===== config.mk =====
export PLATFORM = sky130hd
export DESIGN_NAME = sorted_trimmed_mean_filter_unit
export DESIGN_NICKNAME = d
export VERILOG_FILES = /design/src/rtl/core/stmf_pkg.sv /design/src/rtl/core/sorted_trimmed_mean_filter_unit.sv /design/src/rtl/core/stmf_cell.sv /design/src/rtl/core/stmf_div.sv
export SDC_FILE = /design/constraint.sdc
export NUM_CORES = 2
export LEC_CHECK = 0
export CORE_ASPECT_RATIO = 0.7
export CORE_MARGIN = 5
export CORE_UTILIZATION = 35
export CTS_CLUSTER_SIZE = 8
export DETAILED_ROUTE_END_ITERATION = 8
export DONT_BUFFER_PORTS = 1
export SLEW_MARGIN = 20
export SYNTH_ARGS = -nofsm -noshare
export SYNTH_HDL_FRONTEND = slang
export SYNTH_SLANG_ARGS = --single-unit

===== constraint.sdc =====
create_clock -name clk -period 7 [get_ports clk]
set_input_delay 1.05 -clock clk [delete_from_list [all_inputs] [get_ports clk]]
set_output_delay 1.05 -clock clk [all_outputs]
set_load 0.01 [all_outputs]

===== src/rtl/core/stmf_pkg.sv =====
// stmf_pkg: shared types and constants for the sorted trimmed mean filter
// no dependencies
`timescale 1ns / 1ps
package stmf_pkg;

  localparam int LEN_BITS    = 5;
  localparam int TRIM_BITS   = 4;
  localparam int THR_BITS    = 15;
  localparam int OUT_BITS    = 16;
  localparam int STATUS_BITS = 2;

  typedef enum logic [1:0] {
    REG_TOTAL_LENGTH   = 2'd0,
    REG_TRIM_COUNT     = 2'd1,
    REG_ZERO_THRESHOLD = 2'd2,
    REG_NONE           = 2'd3
  } reg_index_t;

  typedef enum logic [STATUS_BITS-1:0] {
    ST_OK       = 2'd0,
    ST_BAD_CFG  = 2'd1,
    ST_CORE_LOW = 2'd2
  } status_t;

  typedef enum logic [2:0] {
    S_IDLE,
    S_SORT,
    S_SUM,
    S_DIV,
    S_OUT
  } fsm_t;

  // control given to every cell of the row of sort cells
  typedef struct packed {
    logic clear;
    logic shift;
    logic sort;
  } cell_ctl_t;

endpackage


===== src/rtl/core/sorted_trimmed_mean_filter_unit.sv =====
// sorted_trimmed_mean_filter_unit: top level of the trimmed mean filter
// depends on stmf_pkg, stmf_cell, stmf_div
`timescale 1ns / 1ps
// Sliding-window trimmed mean filter. Each s_axis transfer carries one signed
// sample that shifts into a history of total_length slots held in a row of
// MAX_DEPTH cells. The window is copied into a sorted row and sorted in place
// by odd-even transposition (MAX_DEPTH passes), the kept core between
// trim_count and total_length-trim_count-1 is summed with inner samples
// doubled (one cell per cycle), and the sum is divided by 2*(N-1) in a
// restoring divider, one quotient bit per cycle. A full result passes the
// check state, the sort row, the summing walk and the divider with its done
// flag before it reaches the output register; the next sample is taken only
// once that result has been taken. Bad configuration or a kept core under
// two gives a result in the cycle after its transfer and leaves the history
// alone. A warm-up result (oldest |sample| below zero_threshold) is
// registered from the check state after the shift, with no sort run. One
// item is in flight at a time; the result waits in an output register until
// taken. Any write to a listed register clears the history.
module sorted_trimmed_mean_filter_unit #(
  parameter int MAX_DEPTH   = 16,
  parameter int SAMPLE_BITS = 16
) (
  input  logic                   clk,
  input  logic                   rst,
  input  logic                   s_axis_tvalid,
  output logic                   s_axis_tready,
  input  logic [((SAMPLE_BITS+7)/8)*8-1:0] s_axis_tdata,   // sample
  output logic                   m_axis_tvalid,
  input  logic                   m_axis_tready,
  output logic [23:0]            m_axis_tdata,   // filtered, status, warming
  input  logic                   cfg_valid,
  output logic                   cfg_ready,
  input  logic [1:0]             cfg_index,
  input  logic [31:0]            cfg_data
);
  import stmf_pkg::*;

  localparam int IdxBits  = $clog2(MAX_DEPTH);
  localparam int CntBits  = $clog2(MAX_DEPTH + 1);
  localparam int SumBits  = SAMPLE_BITS + CntBits + 2;
  localparam int DenBits  = CntBits + 2;

  // configuration registers
  logic [LEN_BITS-1:0]  total_length;
  logic [TRIM_BITS-1:0] trim_count;
  logic [THR_BITS-1:0]  zero_threshold;
  logic                 cfg_hit;

  assign cfg_ready = 1'b1;
  assign cfg_hit   = cfg_valid && (cfg_index != REG_NONE);

  always_ff @(posedge clk) begin
    if (rst) begin
      total_length   <= LEN_BITS'(5);
      trim_count     <= TRIM_BITS'(1);
      zero_threshold <= THR_BITS'(1);
    end else if (cfg_valid) begin
      unique case (reg_index_t'(cfg_index))
        REG_TOTAL_LENGTH:   total_length   <= cfg_data[LEN_BITS-1:0];
        REG_TRIM_COUNT:     trim_count     <= cfg_data[TRIM_BITS-1:0];
        REG_ZERO_THRESHOLD: zero_threshold <= cfg_data[THR_BITS-1:0];
        default: ;
      endcase
    end
  end

  // configuration checks
  logic [LEN_BITS:0] two_w;
  logic [LEN_BITS:0] n_keep;
  logic              bad_cfg;
  logic              low_core;

  assign two_w    = {1'b0, trim_count, 1'b0};
  assign bad_cfg  = (trim_count == '0) || ({1'b0, total_length} < two_w) ||
                    (32'(total_length) > 32'(MAX_DEPTH));
  assign n_keep   = {1'b0, total_length} - two_w;
  assign low_core = n_keep < (LEN_BITS+1)'(2);

  // control
  fsm_t                        state, state_next;
  logic [CntBits-1:0]          step;
  logic signed [SAMPLE_BITS-1:0] new_sample;
  cell_ctl_t                   ctl;
  logic                        load;
  logic                        accept;

  logic signed [SAMPLE_BITS-1:0] hist [MAX_DEPTH];
  logic signed [SAMPLE_BITS-1:0] srt  [MAX_DEPTH];
  logic                          swp  [MAX_DEPTH];

  assign accept     = s_axis_tvalid && s_axis_tready;
  assign new_sample = s_axis_tdata[SAMPLE_BITS-1:0];

  logic out_full;
  assign s_axis_tready = (state == S_IDLE) && !out_full;

  assign ctl.clear = rst || cfg_hit;
  assign ctl.shift = accept && !bad_cfg && !low_core;
  assign ctl.sort  = (state == S_SORT);

  // cell row
  for (genvar g = 0; g < MAX_DEPTH; g++) begin : g_cell
    logic in_win, last, lead, rok;
    logic signed [SAMPLE_BITS-1:0] hin, rv, lv;
    logic lsw;
    assign in_win = 32'(g) < 32'(total_length);
    assign last   = 32'(g) == 32'(total_length) - 1;
    assign lead   = (g % 2) == int'(step[0]);
    assign rok    = (g + 1 < MAX_DEPTH) && (32'(g + 1) < 32'(total_length));
    if (g + 1 < MAX_DEPTH) begin : g_r
      assign hin = hist[g+1];
      assign rv  = srt[g+1];
    end else begin : g_nr
      assign hin = '0;
      assign rv  = '0;
    end
    if (g > 0) begin : g_l
      assign lsw = swp[g-1];
      assign lv  = srt[g-1];
    end else begin : g_nl
      assign lsw = 1'b0;
      assign lv  = '0;
    end
    stmf_cell #(.SampleBits(SAMPLE_BITS)) u_cell (
      .clk(clk), .ctl(ctl), .active(in_win), .is_last(last),
      .hist_in(hin), .new_sample(new_sample), .hist(hist[g]),
      .sort_phase_ok(lead), .right_ok(rok), .right_val(rv),
      .left_swap(lsw), .left_val(lv), .load(load),
      .srt(srt[g]), .swap(swp[g])
    );
  end

  // warm-up check on the oldest slot after the shift
  logic [SAMPLE_BITS-1:0] mag;
  logic                   warm;
  assign mag  = hist[0][SAMPLE_BITS-1] ? SAMPLE_BITS'(-hist[0]) : hist[0];
  assign warm = 32'(mag) < 32'(zero_threshold);

  // summing walk over the sorted row
  logic signed [SumBits-1:0] sum;
  logic [IdxBits-1:0]        widx;
  logic signed [SumBits-1:0] term;
  logic [LEN_BITS:0]         hi_idx;
  assign widx   = step[IdxBits-1:0];
  assign hi_idx = {1'b0, total_length} - {2'b0, trim_count} - (LEN_BITS+1)'(1);
  always_comb begin
    term = '0;
    if (32'(step) >= 32'(trim_count) && 32'(step) <= 32'(hi_idx)) begin
      term = SumBits'(srt[widx]);
      if (32'(step) != 32'(trim_count) && 32'(step) != 32'(hi_idx)) begin
        term = term <<< 1;
      end
    end
  end

  // divider
  logic                div_start, div_done;
  logic [SumBits-1:0]  div_q;
  logic [SumBits-1:0]  sum_mag;
  logic [DenBits-1:0]  den;
  logic                neg;
  assign sum_mag   = sum[SumBits-1] ? SumBits'(-sum) : SumBits'(sum);
  assign den       = DenBits'({n_keep - (LEN_BITS+1)'(1), 1'b0});
  assign div_start = (state == S_SUM) && (32'(step) == MAX_DEPTH - 1);

  stmf_div #(.NumBits(SumBits), .DenBits(DenBits)) u_div (
    .clk(clk), .rst(rst), .start(div_start), .num(sum_mag), .den(den),
    .done(div_done), .quo(div_q)
  );

  // output register
  logic [OUT_BITS-1:0]    o_filt;
  logic [STATUS_BITS-1:0] o_stat;
  logic                   o_warm;
  assign m_axis_tvalid = out_full;
  assign m_axis_tdata  = {5'b0, o_warm, o_stat, o_filt};

  always_comb begin
    state_next = state;
    load = 1'b0;
    unique case (state)
      S_IDLE: if (accept && !bad_cfg && !low_core) state_next = S_OUT;
      S_OUT: begin
        if (!warm) begin
          state_next = S_SORT;
          load = 1'b1;
        end else begin
          state_next = S_IDLE;
        end
      end
      S_SORT: if (32'(step) == MAX_DEPTH - 1) state_next = S_SUM;
      S_SUM:  if (32'(step) == MAX_DEPTH - 1) state_next = S_DIV;
      S_DIV:  if (div_done) state_next = S_IDLE;
      default: state_next = S_IDLE;
    endcase
  end

  always_ff @(posedge clk) begin
    if (rst) begin
      state    <= S_IDLE;
      step     <= '0;
      out_full <= 1'b0;
    end else begin
      state <= state_next;
      if (out_full && m_axis_tready) out_full <= 1'b0;
      if (state != state_next) step <= '0;
      else step <= step + 1'b1;
      if (state == S_IDLE && accept) begin
        neg <= 1'b0;
        if (bad_cfg || low_core) begin
          out_full <= 1'b1;
          o_filt   <= '0;
          o_warm   <= 1'b0;
          o_stat   <= bad_cfg ? ST_BAD_CFG : ST_CORE_LOW;
        end
      end
      if (state == S_OUT && warm) begin
        out_full <= 1'b1;
        o_filt   <= '0;
        o_warm   <= 1'b1;
        o_stat   <= ST_OK;
      end
      if (state == S_SORT && state_next == S_SUM) sum <= '0;
      if (state == S_SUM) sum <= sum + term;
      if (div_start) neg <= sum[SumBits-1];
      if (state == S_DIV && div_done) begin
        out_full <= 1'b1;
        o_filt   <= neg ? OUT_BITS'(-div_q) : OUT_BITS'(div_q);
        o_warm   <= 1'b0;
        o_stat   <= ST_OK;
      end
    end
  end

`ifndef ASSERT_OFF
  // only one item in flight: no new input while a result waits
  a_no_accept_full: assert property (@(posedge clk) disable iff (rst)
    out_full |-> !s_axis_tready) else $error("input taken with result pending");
  // divider only finishes while waiting on it
  a_div_state: assert property (@(posedge clk) disable iff (rst)
    div_done |-> state == S_DIV) else $error("divider done out of state");
  // a warm result is never flagged with bad status
  a_warm_ok: assert property (@(posedge clk) disable iff (rst)
    (m_axis_tvalid && o_warm) |-> o_stat == ST_OK) else $error("warm with bad status");
  // output held until taken
  a_hold: assert property (@(posedge clk) disable iff (rst)
    (m_axis_tvalid && !m_axis_tready) |=> $stable(m_axis_tdata))
    else $error("result changed while stalled");
`endif
endmodule


===== src/rtl/core/stmf_cell.sv =====
// stmf_cell: one history slot plus one sorted slot of the cell row
// depends on stmf_pkg
`timescale 1ns / 1ps
module stmf_cell #(
  parameter int SampleBits = 16
) (
  input  logic                         clk,
  input  stmf_pkg::cell_ctl_t          ctl,
  input  logic                         active,     // slot lies inside the window
  input  logic                         is_last,    // newest slot of the window
  input  logic signed [SampleBits-1:0] hist_in,    // from newer neighbor
  input  logic signed [SampleBits-1:0] new_sample,
  output logic signed [SampleBits-1:0] hist,
  // odd-even transposition: compare with right neighbor
  input  logic                         sort_phase_ok, // this cell leads a pair now
  input  logic                         right_ok,      // pair inside window
  input  logic signed [SampleBits-1:0] right_val,
  input  logic                         left_swap,     // left pair swapped
  input  logic signed [SampleBits-1:0] left_val,
  input  logic                         load,
  output logic signed [SampleBits-1:0] srt,
  output logic                         swap
);
  import stmf_pkg::*;

  assign swap = sort_phase_ok && right_ok && (srt > right_val);

  always_ff @(posedge clk) begin
    if (ctl.clear) begin
      hist <= '0;
    end else if (ctl.shift && active) begin
      hist <= is_last ? new_sample : hist_in;
    end
    if (load) begin
      srt <= hist;
    end else if (ctl.sort) begin
      if (swap) begin
        srt <= right_val;
      end else if (left_swap) begin
        srt <= left_val;
      end
    end
  end
endmodule


===== src/rtl/core/stmf_div.sv =====
// stmf_div: restoring divider for magnitude / divisor, one quotient bit a cycle
// depends on stmf_pkg
`timescale 1ns / 1ps
module stmf_div #(
  parameter int NumBits = 24,
  parameter int DenBits = 9
) (
  input  logic               clk,
  input  logic               rst,
  input  logic               start,
  input  logic [NumBits-1:0] num,
  input  logic [DenBits-1:0] den,
  output logic               done,
  output logic [NumBits-1:0] quo
);
  import stmf_pkg::*;
  localparam int CntBits = $clog2(NumBits + 1);

  logic [DenBits:0]   rem;
  logic [DenBits:0]   trial;
  logic [NumBits-1:0] nsh;
  logic [DenBits-1:0] dreg;
  logic [CntBits-1:0] cnt;
  logic               busy;

  assign trial = {rem[DenBits-1:0], nsh[NumBits-1]};

  always_ff @(posedge clk) begin
    if (rst) begin
      busy <= 1'b0;
      done <= 1'b0;
    end else begin
      done <= 1'b0;
      if (start) begin
        busy <= 1'b1;
        cnt  <= CntBits'(NumBits);
        rem  <= '0;
        nsh  <= num;
        dreg <= den;
      end else if (busy) begin
        nsh <= nsh << 1;
        if (trial >= {1'b0, dreg}) begin
          rem <= trial - {1'b0, dreg};
          quo <= {quo[NumBits-2:0], 1'b1};
        end else begin
          rem <= trial;
          quo <= {quo[NumBits-2:0], 1'b0};
        end
        cnt <= cnt - 1'b1;
        if (cnt == CntBits'(1)) begin
          busy <= 1'b0;
          done <= 1'b1;
        end
      end
    end
  end
endmodule

* After elaboration in Yosys (flattened, before gate mapping)
Index checks and enable logic that the tools add are counted.
Storage, ports and cells: logic and storage cells 377, output and inout port bits 27, register bits 647, input bits 55
Operators by class: reductions and logical operators 120, order comparisons 39, add/sub/neg operators 12, bitwise operators 5, mux-type cells 123, equal/unequal tests 28
Operator list (count):
- $mux 16 | 87
- $eq 4x32->1 const A | 8
- $gt 16x16->1 | 15
- $mux 23 | 6
- $eq 3x32->1 const A | 4
- $bmux 16 s4 | 1
- $eq 2x32->1 const A | 2
- $logic_and 1x1->1 | 59
- $reduce_bool 3->1 | 16
- $reduce_and 2->1 | 23
- $lt 4x5->1 const A | 8
- $eq 1x32->1 const A | 1
- $logic_not 32->1 | 1
- $neg 16->16 | 2
- $add 23x23->23 | 1
- $neg 23->23 | 1
- $lt 3x5->1 const A | 4
- $mux 1 | 18
- $lt 16x15->1 | 1
- $pmux 3 s5 | 1
- $mux 7 | 2
- $mux 3 | 4
- $reduce_bool 2->1 | 6
- $sub 6x1->6 const B | 2
- 38 further kinds | 54

* Depth between registers and ports, before layout
depth in word-level cells 12, mapped depth 25, depth with buffers taken out 24

* Modules after synthesis
From an unflattened synthesis, not the netlist that was laid out.
Second synthesis, totals: cell total of the unflattened synthesis 4523, area total of the unflattened synthesis 45718.8 µm²
Modules (own cells, without submodules):
- stmf_cell (g_cell[0].u_cell ...) | instances 10, seq. area each 800.8 µm², area an instance 2099.5 µm², cells an instance 212
- stmf_cell (g_cell[4].u_cell ...) | instances 6, seq. area each 800.8 µm², area an instance 2267.2 µm², cells an instance 227
- sorted_trimmed_mean_filter_unit | instances 1, seq. area each 1951.9 µm², area an instance 8214.1 µm², cells an instance 851
- stmf_div | instances 1, seq. area each 1991.9 µm², area an instance 2906.5 µm², cells an instance 190

* Worst setup path after synthesis
No wires, ideal clock.
kind register to register, from reg total_length[1], to reg sum[20] (data pin), buffers on the path 2, stages on the path, launching flop included 24, setup slack 1.769 ns, clock period less this slack 5.231 ns, arrival time 4.965 ns, setup time 0.266 ns, data required time 6.734 ns, cell sequence dfxtp_1 buf_2 clkinv_1 fa_1 inv_1 a21o_1 a21oi_1 xnor2_1 ha_1 and3_1 nand3_1 nor2b_1 a21oi_1 buf_2 mux2i_1 nor2_1 ha_1 and3_1 and3_1 a211o_1 a41oi_1 o221ai_1 xnor2_1 nor2_1
On the way: word-level cells in the longest chain between the ends 8, elaborated cells on any way between the ends 10, those cells by class add/sub (3); order compare (1); eq/ne (1); mux (3); reduce/logical (2)
RTL lines:
- start, declared | RTL line sorted_trimmed_mean_filter_unit.sv:44 | logic [LEN_BITS-1:0] total_length;
- start signal, assigned | RTL line sorted_trimmed_mean_filter_unit.sv:59 | REG_TOTAL_LENGTH: total_length <= cfg_data[LEN_BITS-1:0];
- $sub 5x4->6 (*) | RTL line sorted_trimmed_mean_filter_unit.sv:145 | assign hi_idx = {1'b0, total_length} - {2'b0, trim_count} - (LEN_BITS+1)'(1);
- $sub 6x1->6 (*) | RTL line sorted_trimmed_mean_filter_unit.sv:145
- branches (longest 3 deep; another with $le 5x6->1)
- $mux 23 (*) | RTL line sorted_trimmed_mean_filter_unit.sv:148 | if (32'(step) >= 32'(trim_count) && 32'(step) <= 32'(hi_idx)) begin
- $add 23x23->23 (*) | RTL line sorted_trimmed_mean_filter_unit.sv:224 | if (state == S_SUM) sum <= sum + term;
- $mux 23 (*) | RTL line sorted_trimmed_mean_filter_unit.sv:224
- end signal, assigned | RTL line sorted_trimmed_mean_filter_unit.sv:224
- end, declared | RTL line sorted_trimmed_mean_filter_unit.sv:140 | logic signed [SumBits-1:0] sum;
Mark *: on every way between the ends. A chain may end at the register's enable or synchronous reset.

* Worst setup path after layout
from reg total_length[0], to reg sum[20] (data pin)
Same word-level chain as after synthesis.

==> impl_results.md <==
* Worst min path class: reg2reg
* Resize count post-CTS at 0
* R2R Path Start: total_length[0]
* Global-route wire length before repair at 194,500 µm
* Chip width at 420.7 µm
* Placed wire-length estimate at 95,920 µm
* Max stage delay on crit path at 0.58 ns
* Rel. slew slack at 23.01%
* Distinct cells, synth at 84
* Hold buffer count at cts at 0
* M1 wire length at 63,240 µm
* Vias in the first global route at 30,690
* CP most frequent cell: ha_1
* Final Total Pwr at 0.01271 W
* FF-to-FF setup slack at 1.27 ns
* Root Driver: clkbuf_16
* Final setup viols at 0
* Top_reg_cell synth: edfxtp_1
* FILL cells at 11,610
* Floorplan die height at 297.5 µm
* CTS tree: yes
* Setup crit start kind: flip-flop
* Clk network pwr share at 33.2%
* TritonCTS buffer count at 90
* Setup Buffers After CTS at 0
* WP data required at 7.39 ns
* Top layer in use: met5
* Metal2 WL at 48,410 µm
* Final core occ at 38.75%
* Longest Clk Path Bufs at 3
* DRC viols at 0
* Post-synth EDFFs at 356
* Grt ovf at 0
* CTS sink cnt at 647
* CP Max Fanout at 12
* Clock Skews at 0.02985 ns
* Router iterations before antenna repair at 8
* Arr. time, crit path at 6.12 ns
* Fraction of layout cells with a size suffix above 1 at 7.086%
* Sequential Power Share at 39.4%
* Crit path capture type: flip-flop
* Asr flop ratio synth at 0%
* Post-route cell area at 0.04541 mm²
* Hold Vio Cnt, Final at 0
* Switch Pwr at 0.004396 W
* Nets at 4,552
* Post-Syn Area per Cell at 9.641 µm²
* CP Cell Sequence: buf_4, ha_1, inv_1, fa_1, inv_1, a21o_1, a21oi_1, xnor2_1, ha_1, and3_1, nand3_1, nor2b_1, a21oi_2, buf_4, mux2i_1, nor2_1, ha_1, nor2b_1, o31ai_1, a21oi_1, a41oi_1, o221ai_1, xnor2_1, nor2_1
* Sw Share at 34.59%
* Die footprint at 0.1252 mm²
* Synthesized area at 0.04133 mm²
* Vias at 32,910
* FF-to-FF End: sum[20]
* Area growth from synthesis to layout at 9.872%
* Max Fclk at 174.5 MHz
* Maximum level of the CTS H-tree at 3
* Pleak at 17.58 nW
* Hold path cells at 2
* Min Tclk post-route at 5.730 ns
* CP startpoint: total_length[0]
* Worst VDD drop at 0.0001770 V
* Total core area at 0.1172 mm²
* CP Class: reg2reg
* Post-Synthesis Cells at 4,287
* RSZ-0062 raised after global routing: false
* Worst setup path end: sum[20]
* Sequential share of the synthesized area at 39.96%
* Outcome: completed
* WL/cell at 22.22 µm
* Clk Latency, worst-skew pair at 0.68 ns
* Reg clk slew, reported paths at 0.05 ns
* Pin count of the biggest net entering global routing at 181
* Ys Warns at 0
* Number of synthesized register bits at 647
* Initial Util at 35.27%
* Cell Pwr Density at 279.8 mW/mm²
* Internal power at 0.008311 W
* Max-cap violations at 0
* Met3 Wirelength at 14,760 µm
* Worst Max-Slew Pin Slew at 1.154 ns
* # IOs at 82
* CP max-delay cell: a21oi_2
* DR vias/cell at 5.661
* # port buffers at 0
* Antenna viol nets, final at 0
* Post-DP Area at 0.04278 mm²
* Combinational share of power at 27.4%
* R2R cell count at 24
* Final worst-path cycle share at 81.86%
* Row count at 105
* Routed wire length at 129,200 µm
* TNS Setup at 0 ns
* Antenna violations before repair at 4
* Slew Limit Fails at 0
* Worst hold slack at 0.4550 ns
* GP Congestion at 0.9795
* Initial drt markers at 3,632
* All-Layer GR Usage at 20.00%
-- synthesized netlist by cell type (40+ instances only) --
cell | count | area [µm²]
a211oi_1 | 243 | 1824
nor2_1 | 379 | 1423
clkbuf_1 | 137 | 514.2
nor2b_1 | 45 | 281.5
o21ai_0 | 326 | 1632
mux4_2 | 64 | 1441
xnor2_1 | 47 | 411.6
dfxtp_1 | 291 | 5826
inv_1 | 311 | 1167
buf_2 | 79 | 395.4
edfxtp_1 | 356 | 10690
nand3_1 | 81 | 405.4
a21oi_1 | 180 | 900.9
ha_1 | 307 | 3841
o21ai_1 | 40 | 200.2
nand4_1 | 45 | 281.5
mux2i_1 | 488 | 4885
nand2_1 | 408 | 1531
-- how the worst min path moves through the flow --
stage	end	startpoint	slack (ns)
after floorplan	zero_threshold[10]	zero_threshold[10]	0.44
after global placement	zero_threshold[2]	zero_threshold[2]	0.44
after detailed placement	zero_threshold[2]	zero_threshold[2]	0.44
after CTS	u_div.busy	rst	0.41
after global routing	trim_count[2]	rst	0.44
final	zero_threshold[1]	zero_threshold[1]	0.46
-- sequential cells by signal, indices dropped and copies added, names as in the netlist, 2 cells and up --
register and flops:
trim_count 4, u_div.cnt 5, u_div.rem 7, g_cell.u_cell.hist 256
g_cell.u_cell.srt 256, o_filt 16, u_div.quo 16, zero_threshold 15
u_div.dreg 6, u_div.nsh 23, sum 23, total_length 5
state 3, step 5, o_stat 2
-- worst max-delay path: cells and delay by family, from the launching register on --
| kind | cells | cell delay, ns |
|---|---|---|
| fa+ha+maj | 4 | 1.21 |
| buf+inv | 4 | 0.63 |
| xor+xnor | 2 | 0.31 |
| mux | 1 | 0.19 |
| simple gates | 6 | 0.61 |
| flops | 1 | 0.30 |
| compound gates | 7 | 2.17 |
-- metal layers --
| layer | track usage, % | vias up |
|---|---|---|
| met5 | 0 | - |
| met4 | 4.435 | 4 |
| met3 | 6.473 | 164 |
| met2 | 25.86 | 1424 |
| met1 | 31.52 | 15880 |
| li1 | - | 15440 |
-- logic make-up (layout without fill, tap and decap cells) --
logic type / Yosys count / in the layout / share of synthesized area, %
other cells: 2 / 7 / 0.01817
buf+inv: 583 / 554 / 6.106
flops: 647 / 647 / 39.96
simple gates: 1125 / 1125 / 12.39
mux: 552 / 552 / 15.31
fa+ha+maj: 311 / 311 / 9.487
compound gates: 987 / 987 / 15.04
xor+xnor: 80 / 80 / 1.695
-- layout make-up --
| type | count | area (µm²) | share of cell area (%) |
|---|---|---|---|
| diodes | 1 | 2.502 | 0.005510 |
| repair buffers | 73 | 598.1 | 1.317 |
| well taps | 1551 | 1941 | 4.273 |
| flip-flops and latches | 647 | 16520 | 36.38 |
| clock inverters | 5 | 72.57 | 0.1598 |
| inverters | 313 | 1175 | 2.587 |
| clock buffers | 163 | 2547 | 5.610 |
| multi-input cells | 3061 | 22550 | 49.67 |
-- stage by stage --
step | worst slack (ns) | instances
global placement | 1.424 | 5645
finish | 1.270 | 5814
floorplan | 1.769 | 4291
detailed placement | 1.381 | 5645
CTS | 1.367 | 5813
global route | 0.8649 | 5813
-- power by group through the flow --
| stage | Combinational, W | Sequential [W] | Clock [W] |
|---|---|---|---|
| floorplan | 0.00266 | 0.00475 | 0 |
| global placement | 0.00333 | 0.00505 | 0 |
| detailed placement | 0.00342 | 0.00506 | 0 |
| CTS | 0.00343 | 0.00499 | 0.00429 |
| global route | 0.00385 | 0.00504 | 0.00444 |
| finish | 0.00348 | 0.00501 | 0.00421 |
-- placed cells by master, fill, tap and decap left out, types with 15 or more instances in the layout --
cell,count
nor3_1,20
xor2_1,33
clkbuf_16,91
nor2_1,375
o21a_1,15
nor2b_1,45
o211a_1,20
nand2_1,407
mux4_2,64
dfxtp_1,288
nand4_1,45
o21ai_0,322
edfxtp_1,356
o31ai_1,16
xnor2_1,47
nand2b_1,21
o21ai_1,44
nor4_1,15
o211ai_1,18
clkbuf_1,72
a311oi_1,16
inv_1,311
ha_1,307
a211oi_1,243
a21oi_1,177
and3_1,16
nand3_1,80
a21o_1,31
mux2i_1,488
buf_4,69
Note: power is estimated with default switching activity, not from simulation.
